==> config.mk <==
export PLATFORM = sky130hd
export DESIGN_NAME = seconds_to_calendar_fields
export DESIGN_NICKNAME = d
export VERILOG_FILES = /design/src/sv/stcf_pkg.sv /design/src/sv/seconds_to_calendar_fields.sv
export SDC_FILE = /design/constraint.sdc
export NUM_CORES = 2
export LEC_CHECK = 0
export ABC_AREA = 1
export BUFFER_PORTS_ARGS = -buffer_cell sky130_fd_sc_hd__buf_2
export CAP_MARGIN = 10
export CORE_MARGIN = 4
export CORE_UTILIZATION = 23
export DETAILED_ROUTE_END_ITERATION = 16
export GPL_TIMING_DRIVEN = 1
export SLEW_MARGIN = 10
export SYNTH_ARGS = -nofsm -noshare
export SYNTH_HDL_FRONTEND = slang
export SYNTH_SLANG_ARGS = --single-unit
==> constraint.sdc <==
create_clock -name clk -period 49.7 [get_ports clk]
set_clock_uncertainty 0.15 [all_clocks]
set_input_delay 4.97 -clock clk [delete_from_list [all_inputs] [get_ports clk]]
set_output_delay 4.97 -clock clk [all_outputs]
set_load 0.005 [all_outputs]
==> src/sv/stcf_pkg.sv <==
// ----------------------------------------------------------------------------
// stcf_pkg: shared constants for the seconds-to-calendar converter
// Field widths, epoch and era constants, fixed-point reciprocals for the
// constant divisions, and the month start table of the March-based year.
// ----------------------------------------------------------------------------
`default_nettype none

package stcf_pkg;

  // Port field widths.
  localparam int unsigned SECS_W  = 32;
  localparam int unsigned YEAR_W  = 12;
  localparam int unsigned MONTH_W = 4;
  localparam int unsigned DAY_W   = 5;
  localparam int unsigned HOUR_W  = 5;
  localparam int unsigned MIN_W   = 6;
  localparam int unsigned SEC_W   = 6;

  // Largest count that still fits 32 bits after the epoch offset is added.
  localparam logic [31:0] MAX_IN_RANGE = 32'd3348282495;
  // Seconds from 1970-01-01 to 2000-01-01.
  localparam logic [31:0] EPOCH_OFFSET = 32'd946684800;

  // A day is 128 * 675 seconds; the low seven bits pass straight through.
  localparam logic [9:0]  DAY_UNITS  = 10'd675;
  localparam logic [15:0] RECIP_675  = 16'd49710;   // floor(2^25 / 675)

  // Era arithmetic. Every count in range falls into era four or five.
  localparam int unsigned DAYS_ZERO_TO_EPOCH = 719468;
  localparam int unsigned DAYS_PER_ERA       = 146097;
  localparam int unsigned FIRST_ERA          = 4;
  localparam int unsigned YEARS_PER_ERA      = 400;
  localparam logic [15:0] ERA_SPLIT_DAY =
    16'((FIRST_ERA + 1) * DAYS_PER_ERA - DAYS_ZERO_TO_EPOCH);
  localparam logic [17:0] LOW_ERA_BIAS =
    18'(DAYS_ZERO_TO_EPOCH - FIRST_ERA * DAYS_PER_ERA);
  localparam logic [11:0] YEAR_BASE_LOW  = 12'(FIRST_ERA * YEARS_PER_ERA);
  localparam logic [11:0] YEAR_BASE_HIGH = 12'((FIRST_ERA + 1) * YEARS_PER_ERA);

  // Leap-day corrections inside an era.
  localparam int unsigned DAYS_PER_CENT_I = 36524;
  localparam logic [17:0] DAYS_PER_4Y   = 18'd1460;
  localparam logic [7:0]  RECIP_1460    = 8'd179;     // floor(2^18 / 1460)
  localparam logic [17:0] LAST_DOE      = 18'd146096;

  // Year of era.
  localparam logic [9:0]  DAYS_PER_YEAR = 10'd365;
  localparam logic [9:0]  RECIP_365     = 10'd718;    // floor(2^18 / 365)

  // Month of the March-based year: (5 * doy + 2) / 153.
  localparam int unsigned MP_DIV    = 153;
  localparam int unsigned MP_COUNT  = 12;
  localparam logic [3:0]  MP_JAN    = 4'd10;

  // Time of day.
  localparam logic [12:0] SECS_PER_HOUR = 13'd3600;
  localparam logic [5:0]  RECIP_3600    = 6'd36;      // floor(2^17 / 3600)
  localparam logic [6:0]  SECS_PER_MIN  = 7'd60;
  localparam logic [6:0]  RECIP_60      = 7'd68;      // floor(2^12 / 60)

  // Day of the March-based year on which a month starts: (153 * mp + 2) / 5.
  function automatic logic [8:0] month_start(input logic [3:0] mp);
    logic [8:0] start;
    case (mp)
      4'd0:    start = 9'd0;
      4'd1:    start = 9'd31;
      4'd2:    start = 9'd61;
      4'd3:    start = 9'd92;
      4'd4:    start = 9'd122;
      4'd5:    start = 9'd153;
      4'd6:    start = 9'd184;
      4'd7:    start = 9'd214;
      4'd8:    start = 9'd245;
      4'd9:    start = 9'd275;
      4'd10:   start = 9'd306;
      4'd11:   start = 9'd337;
      default: start = 9'd0;
    endcase
    return start;
  endfunction

endpackage

`default_nettype wire

==> src/sv/seconds_to_calendar_fields.sv <==
// ----------------------------------------------------------------------------
// seconds_to_calendar_fields: seconds since 2000 to calendar date and time
// Splits a 32-bit count of seconds since 2000-01-01 00:00:00 into Gregorian
// year, month, day of month, hour, minute and second in a 13-stage pipeline.
// ----------------------------------------------------------------------------
// Throughput: one beat per cycle, limited by the output stage: the whole
// pipeline advances whenever the output register is empty or taken.
// Reset (rst_n low, synchronous) clears the stage valid bits only; payload
// registers hold whatever they held and are never shown while invalid.
`default_nettype none

module seconds_to_calendar_fields
  import stcf_pkg::*;
(
  input  wire logic               clk,
  input  wire logic               rst_n,
  input  wire logic               in_valid,
  output logic                    in_ready,
  input  wire logic [SECS_W-1:0]  in_seconds_since_2000,
  output logic                    out_valid,
  input  wire logic               out_ready,
  output logic [YEAR_W-1:0]       out_year,
  output logic [MONTH_W-1:0]      out_month,
  output logic [DAY_W-1:0]        out_day_of_month,
  output logic [HOUR_W-1:0]       out_hour,
  output logic [MIN_W-1:0]        out_minute,
  output logic [SEC_W-1:0]        out_second,
  output logic                    out_out_of_range
);

  localparam int unsigned NUM_STAGES = 13;

  // One record travels down the pipe. Each stage copies the record of the
  // stage before it and fills in the fields that it computes.
  typedef struct packed {
    logic        oor;      // input beyond the 32-bit range after the offset
    logic [31:0] t;        // seconds since 1970
    logic [15:0] dq;       // day estimate, then whole days
    logic [10:0] drem;     // remainder in 128-second units before correction
    logic [16:0] sod;      // second of the day
    logic [17:0] doe;      // day of era
    logic        era5;     // era five rather than era four
    logic [6:0]  q1460;    // four-year leap corrections
    logic [2:0]  q36524;   // century corrections
    logic        q146096;  // last day of the era
    logic [17:0] n;        // day of era without leap days
    logic [8:0]  yq;       // year of era, estimate then final
    logic [9:0]  yrem;     // year remainder before correction
    logic [8:0]  doy;      // day of the March-based year
    logic [11:0] yr;       // year
    logic [3:0]  mp;       // month of the March-based year
    logic [3:0]  mo;       // calendar month
    logic [4:0]  dy;       // day of month
    logic [4:0]  hh;       // hour, estimate then final
    logic [12:0] hrem;     // seconds into the hour
    logic [5:0]  mi;       // minute, estimate then final
    logic [6:0]  mrem;     // seconds into the minute
    logic [5:0]  ss;       // second
  } stage_t;

  stage_t                 stg_r   [1:NUM_STAGES];
  stage_t                 stg_nxt [1:NUM_STAGES];
  logic [NUM_STAGES:1]    vld_r;
  logic [NUM_STAGES:1]    vld_nxt;
  logic                   adv;

  // The pipe moves as a whole: a stalled output freezes every stage, so no
  // beat is dropped or duplicated, and bubbles simply ride along.
  assign adv      = !vld_r[NUM_STAGES] || out_ready;
  assign in_ready = adv;
  assign vld_nxt  = {vld_r[NUM_STAGES-1:1], in_valid};

  always_comb begin
    logic [40:0] prod2;
    logic [25:0] prod3;
    logic [22:0] prod5;
    logic [25:0] prod6a;
    logic [17:0] prod6b;
    logic [24:0] prod7;
    logic [6:0]  d1460;
    logic [27:0] prod8a;
    logic [18:0] prod8b;
    logic [18:0] prod9a;
    logic [12:0] prod9b;
    logic [1:0]  cent;
    logic [17:0] yday;
    logic [10:0] mpval;
    logic [3:0]  mpcnt;

    // Stage 1: move to the 1970 epoch and flag counts that would overflow.
    stg_nxt[1]     = '0;
    stg_nxt[1].t   = in_seconds_since_2000 + EPOCH_OFFSET;
    stg_nxt[1].oor = in_seconds_since_2000 > MAX_IN_RANGE;

    // Stage 2: days estimate. Since 86400 = 128 * 675, the count shifted by
    // seven bits is divided by 675 through a reciprocal that may come out
    // one short of the true quotient.
    stg_nxt[2]    = stg_r[1];
    prod2         = 41'(stg_r[1].t[31:7]) * 41'(RECIP_675);
    stg_nxt[2].dq = prod2[40:25];

    // Stage 3: remainder of that estimate; it is below 2 * 675, so eleven
    // low bits of the difference hold it exactly.
    stg_nxt[3]      = stg_r[2];
    prod3           = 26'(stg_r[2].dq) * 26'(DAY_UNITS);
    stg_nxt[3].drem = stg_r[2].t[17:7] - prod3[10:0];

    // Stage 4: correct the estimate and assemble the second of the day.
    stg_nxt[4] = stg_r[3];
    if (stg_r[3].drem >= 11'(DAY_UNITS)) begin
      stg_nxt[4].dq  = stg_r[3].dq + 16'd1;
      stg_nxt[4].sod = {10'(stg_r[3].drem - 11'(DAY_UNITS)), stg_r[3].t[6:0]};
    end else begin
      stg_nxt[4].sod = {stg_r[3].drem[9:0], stg_r[3].t[6:0]};
    end

    // Stage 5: day of era. Only eras four and five are reachable, so one
    // compare picks the era. Hour estimate in parallel.
    stg_nxt[5] = stg_r[4];
    if (stg_r[4].dq >= ERA_SPLIT_DAY) begin
      stg_nxt[5].doe  = 18'(stg_r[4].dq) - 18'(ERA_SPLIT_DAY);
      stg_nxt[5].era5 = 1'b1;
    end else begin
      stg_nxt[5].doe  = 18'(stg_r[4].dq) + LOW_ERA_BIAS;
      stg_nxt[5].era5 = 1'b0;
    end
    prod5         = 23'(stg_r[4].sod) * 23'(RECIP_3600);
    stg_nxt[5].hh = prod5[21:17];

    // Stage 6: leap-day correction terms of the day of era, and the
    // remainder of the hour estimate.
    stg_nxt[6]       = stg_r[5];
    prod6a           = 26'(stg_r[5].doe) * 26'(RECIP_1460);
    stg_nxt[6].q1460 = prod6a[24:18];
    stg_nxt[6].q36524 = 3'(stg_r[5].doe >= 18'(DAYS_PER_CENT_I))
                      + 3'(stg_r[5].doe >= 18'(2 * DAYS_PER_CENT_I))
                      + 3'(stg_r[5].doe >= 18'(3 * DAYS_PER_CENT_I))
                      + 3'(stg_r[5].doe >= 18'(4 * DAYS_PER_CENT_I));
    stg_nxt[6].q146096 = stg_r[5].doe >= LAST_DOE;
    prod6b           = 18'(stg_r[5].hh) * 18'(SECS_PER_HOUR);
    stg_nxt[6].hrem  = stg_r[5].sod[12:0] - prod6b[12:0];

    // Stage 7: settle the four-year term and remove the leap days; settle
    // the hour.
    stg_nxt[7] = stg_r[6];
    prod7      = (25'(stg_r[6].q1460) + 25'd1) * 25'(DAYS_PER_4Y);
    if (25'(stg_r[6].doe) >= prod7) begin
      d1460 = stg_r[6].q1460 + 7'd1;
    end else begin
      d1460 = stg_r[6].q1460;
    end
    stg_nxt[7].n = stg_r[6].doe - 18'(d1460) + 18'(stg_r[6].q36524)
                 - 18'(stg_r[6].q146096);
    if (stg_r[6].hrem >= SECS_PER_HOUR) begin
      stg_nxt[7].hh   = stg_r[6].hh + 5'd1;
      stg_nxt[7].hrem = stg_r[6].hrem - SECS_PER_HOUR;
    end

    // Stage 8: year of era estimate and minute estimate.
    stg_nxt[8]    = stg_r[7];
    prod8a        = 28'(stg_r[7].n) * 28'(RECIP_365);
    stg_nxt[8].yq = prod8a[26:18];
    prod8b        = 19'(stg_r[7].hrem[11:0]) * 19'(RECIP_60);
    stg_nxt[8].mi = prod8b[17:12];

    // Stage 9: remainders of both estimates, each below twice its divisor.
    stg_nxt[9]      = stg_r[8];
    prod9a          = 19'(stg_r[8].yq) * 19'(DAYS_PER_YEAR);
    stg_nxt[9].yrem = stg_r[8].n[9:0] - prod9a[9:0];
    prod9b          = 13'(stg_r[8].mi) * 13'(SECS_PER_MIN);
    stg_nxt[9].mrem = stg_r[8].hrem[6:0] - prod9b[6:0];

    // Stage 10: settle year of era, minute and second.
    stg_nxt[10] = stg_r[9];
    if (stg_r[9].yrem >= DAYS_PER_YEAR) begin
      stg_nxt[10].yq = stg_r[9].yq + 9'd1;
    end
    if (stg_r[9].mrem >= SECS_PER_MIN) begin
      stg_nxt[10].mi = stg_r[9].mi + 6'd1;
      stg_nxt[10].ss = 6'(stg_r[9].mrem - SECS_PER_MIN);
    end else begin
      stg_nxt[10].ss = stg_r[9].mrem[5:0];
    end

    // Stage 11: day of the March-based year and the year itself.
    stg_nxt[11] = stg_r[10];
    cent = 2'(stg_r[10].yq >= 9'd100) + 2'(stg_r[10].yq >= 9'd200)
         + 2'(stg_r[10].yq >= 9'd300);
    yday = 18'(stg_r[10].yq) * 18'(DAYS_PER_YEAR) + 18'(stg_r[10].yq[8:2])
         - 18'(cent);
    stg_nxt[11].doy = 9'(stg_r[10].doe - yday);
    stg_nxt[11].yr  = (stg_r[10].era5 ? YEAR_BASE_HIGH : YEAR_BASE_LOW)
                    + 12'(stg_r[10].yq);

    // Stage 12: month of the March-based year as a count of passed
    // month boundaries.
    stg_nxt[12] = stg_r[11];
    mpval = 11'(stg_r[11].doy) * 11'd5 + 11'd2;
    mpcnt = '0;
    for (int j = 1; j < MP_COUNT; j++) begin
      mpcnt = mpcnt + 4'(mpval >= 11'(MP_DIV * j));
    end
    stg_nxt[12].mp = mpcnt;

    // Stage 13: calendar month and day; January and February belong to the
    // next calendar year. Out-of-range beats show all fields as zero.
    stg_nxt[13] = stg_r[12];
    stg_nxt[13].dy = 5'(stg_r[12].doy - month_start(stg_r[12].mp) + 9'd1);
    if (stg_r[12].mp >= MP_JAN) begin
      stg_nxt[13].mo = stg_r[12].mp - 4'd9;
      stg_nxt[13].yr = stg_r[12].yr + 12'd1;
    end else begin
      stg_nxt[13].mo = stg_r[12].mp + 4'd3;
    end
    if (stg_r[12].oor) begin
      stg_nxt[13].yr = '0;
      stg_nxt[13].mo = '0;
      stg_nxt[13].dy = '0;
      stg_nxt[13].hh = '0;
      stg_nxt[13].mi = '0;
      stg_nxt[13].ss = '0;
    end
  end

  // Valid bits: the only state that reset touches.
  always_ff @(posedge clk) begin
    if (!rst_n) begin
      vld_r <= '0;
    end else if (adv) begin
      vld_r <= vld_nxt;
    end
  end

  // Payload registers.
  always_ff @(posedge clk) begin
    if (adv) begin
      for (int k = 1; k <= NUM_STAGES; k++) begin
        stg_r[k] <= stg_nxt[k];
      end
    end
  end

  assign out_valid        = vld_r[NUM_STAGES];
  assign out_year         = stg_r[NUM_STAGES].yr;
  assign out_month        = stg_r[NUM_STAGES].mo;
  assign out_day_of_month = stg_r[NUM_STAGES].dy;
  assign out_hour         = stg_r[NUM_STAGES].hh;
  assign out_minute       = stg_r[NUM_STAGES].mi;
  assign out_second       = stg_r[NUM_STAGES].ss;
  assign out_out_of_range = stg_r[NUM_STAGES].oor;

endmodule

`default_nettype wire

==> impl_metrics.py <==
metrics = {
    "run_status": {
        "outcome": "completed",
    },
    "synth": {
        "synth-main-ff-cell": "sky130_fd_sc_hd__edfxtp_1",
        "ys_async_sr_fraction_pct": 0,
        "synth_warnings": 0,
        "total_of_flip_flops_plus_latches_after_synthesis": 533,
        "synth.cell_area_um2": 42400,
        "netlist-cell-type-count": 59,
        "syn_area_per_cell_um2": 10.5,
        "synth_enable_flop_cells": 520,
        "postSynthNetCount": 5021,
        "seq_area_frac_synth_pct": 37.5,
        "synth_cells": 4029,
    },
    "timing": {
        "timing.slew.headroom_pct": 31.4,
        "worst-slew-pin-transition_ps": 1030,
        "setup_repair_after_global_routing_missed_its_margin": "no",
        "setup-tns-final_ps": 0,
        "final.min_clock_period_ps": 11770,
        "report.final.slew_viol_count": 0,
        "final-setup-viol-count": 0,
        "finalCritPeriodShare_pct": 23.7,
        "f_max_ghz": 0.0850,
        "hold_viol_final": 0,
    },
    "route": {
        "wire_per_inst_um": 11.8,
        "route.detailed.vias_per_inst": 3.98,
        "drt_first_iter_violations": 1000,
        "totalWireLength_mm": 78.5,
        "number_of_iterations_in_the_first_detailed_routing_pass": 5,
        "drc_errors": 0,
        "drtAntennaViolNets": 0,
        "route.vias.total": 26400,
    },
    "clock_network": {
        "cts_root_buf": "sky130_fd_sc_hd__clkbuf_16",
        "h_tree_depth_reported_by_cts": 2,
        "cts.sinks": 533,
        "postCtsSetupRepairBufs": 0,
        "worstSkewPairLatency_ps": 650,
        "cts_buffers": 57,
        "post_cts_resized": 0,
        "post_cts_hold_buffers": 0,
        "path_clk_slew_ps": 60,
        "tritoncts_clock_tree": "yes",
        "clock_tree.buffer_depth": 3,
    },
    "grt": {
        "via_count_of_the_first_global_routing_pass": 27200,
        "globalRoute.totalOverflow": 0,
        "grt_start_max_net_pins": 115,
        "grt_pass1_wl_mm": 133,
        "groute.usage.overall_pct": 8.31,
        "grt_antenna_before_repair": 3,
    },
    "floorplanning": {
        "dieArea_um2": 191000,
        "start_util_pct": 23.2,
        "rows": 157,
        "die-width_um": 437,
        "io-pin-count": 77,
        "core_box_area_um2": 183000,
        "die_y_um": 437,
    },
    "setup_path": {
        "arrival_ps": 6650,
        "slowest_stage": "sky130_fd_sc_hd__nor2_1",
        "timing.critical_path.required_ps": 44580,
        "critical_path.endpoint_type": "primary output",
        "cp_cell_sequence": "buf_2, nor2_1, inv_8, buf_2",
        "crit_path_start_kind": "input pin",
        "crit_type": "in2out",
        "worst_path_largest_cell_delay_ps": 680,
        "worst-path-max-fanout": 114,
        "crit_top_cell": "sky130_fd_sc_hd__buf_2",
    },
    "min_path": {
        "timing.hold.worst.class": "reg2reg",
    },
    "finish": {
        "layout.cells.most_common": "sky130_fd_sc_hd__inv_1",
        "layout.nets": 5113,
        "layout.filler_cells": 19400,
        "layout_common_cells": "sky130_fd_sc_hd__inv_1 (844), sky130_fd_sc_hd__ha_1 (672), sky130_fd_sc_hd__edfxtp_1 (520), sky130_fd_sc_hd__nand2_1 (438), sky130_fd_sc_hd__fa_1 (284)",
        "area_delta_synth_final_pct": 11.7,
        "final_util_pct": 25.9,
        "final_layout_size_suffix_gt1_share_pct": 5.26,
    },
    "place": {
        "hpwl_mm": 63.5,
        "io_buffer_count": 76,
        "routabilityCongestion": 0.871,
    },
    "flow_run": {
        "max_cap_violations": 0,
    },
}
cells by family after synthesis:
family                   Yosys count  share of synthesized area [%]
AND/OR/NAND/NOR                  943                           9.55
buffers and inverters            900                           8.35
flip-flops                       533                           37.5
multiplexers                       5                          0.130
adder cells (fa/ha/maj)          956                           33.2
XOR/XNOR                         257                           5.41
AO/OA/AOI/OAI                    435                           5.86
stage by stage:
step           instance area [um^2]  hold slack, ps  setup WS [ps]  cells
6_report                      47300             265          37930   6630
5_1_grt                       47300             272          37770   6629
4_1_cts                       47300             266          37940   6629
3_5_place_dp                  45600             255          37940   6526
3_3_place_gp                  45600             252          37910   6526
2_1_floorplan                 42400             250          25210   4029
worst paths after layout:
kind                                     from            end  slack [ps]  cells past startpoint
worst max-delay path                out_ready       in_ready       37930                      4
worst min-delay path            stg_r[2][728]   stg_r[3][83]         260                      0
worst max register to register  stg_r[1][542]  stg_r[1][749]       40170                     39
worst min register to register  stg_r[2][728]   stg_r[3][83]         260                      0
registers in the layout, indices dropped and copies added (netlist names):
signal,count
stg_r,520
vld_r,13
worst max-delay path, delay by kind of cell:
kind                   cells  cell delay (ps)
and+or+nand+nor            1              680
buffers and inverters      3              850
routing by layer:
metal / track usage, % / wire, um / part of all wire [%] / up-vias
met3: 1.34 / 2880 / 3.7 / 104
met2: 14.5 / 37700 / 48 / 347
met1: 10.7 / 36300 / 46 / 12500
met5: 0 / 0 / 0 / -
li1: - / - / - / 13500
met4: 2.07 / 1600 / 2.0 / 0
synth_stat cells, types with 5 or more instances:
library cell	count	area share [%]
sky130_fd_sc_hd__inv_1	845	7.5
sky130_fd_sc_hd__ha_1	672	20
sky130_fd_sc_hd__edfxtp_1	520	37
sky130_fd_sc_hd__nand2_1	438	3.9
sky130_fd_sc_hd__fa_1	284	13
sky130_fd_sc_hd__nor2_1	252	2.2
sky130_fd_sc_hd__a21oi_1	190	2.2
sky130_fd_sc_hd__xor2_1	175	3.6
sky130_fd_sc_hd__o21ai_0	120	1.4
sky130_fd_sc_hd__nand3_1	103	1.2
sky130_fd_sc_hd__xnor2_1	79	1.6
sky130_fd_sc_hd__nand4_1	59	0.87
sky130_fd_sc_hd__buf_4	38	0.67
sky130_fd_sc_hd__nor3_1	37	0.44
sky130_fd_sc_hd__a31oi_1	22	0.32
sky130_fd_sc_hd__a21o_1	18	0.32
sky130_fd_sc_hd__nor4_1	16	0.24
sky130_fd_sc_hd__dfxtp_1	13	0.61
sky130_fd_sc_hd__a211oi_1	11	0.19
sky130_fd_sc_hd__o21bai_1	11	0.19
sky130_fd_sc_hd__clkbuf_1	9	0.080
sky130_fd_sc_hd__nand2_2	9	0.13
sky130_fd_sc_hd__o21ai_1	8	0.094
sky130_fd_sc_hd__o211ai_1	7	0.12
sky130_fd_sc_hd__o21a_1	7	0.12
sky130_fd_sc_hd__a21boi_0	6	0.11
sky130_fd_sc_hd__nand3b_1	6	0.11
sky130_fd_sc_hd__o21ai_2	6	0.12
sky130_fd_sc_hd__o221ai_1	6	0.12
sky130_fd_sc_hd__o31ai_1	6	0.11
sky130_fd_sc_hd__or2_2	6	0.089
sky130_fd_sc_hd__o2111ai_1	5	0.10
area by class of cell:
class / instances / area, um^2 / share of cell area [%]
clock inverters: 37 / 292 / 0.616
inverters: 849 / 3190 / 6.75
diodes: 1 / 2.50 / 0.00529
flip-flops and latches: 533 / 15900 / 33.5
well taps: 2464 / 3080 / 6.51
multi-input cells: 2596 / 23000 / 48.5
repair buffers: 84 / 440 / 0.930
clock buffers: 66 / 1480 / 3.13
Power is left out: the tool's default activity adds up to more than one toggle a clock period on the data nets, which glitch-free logic cannot reach.
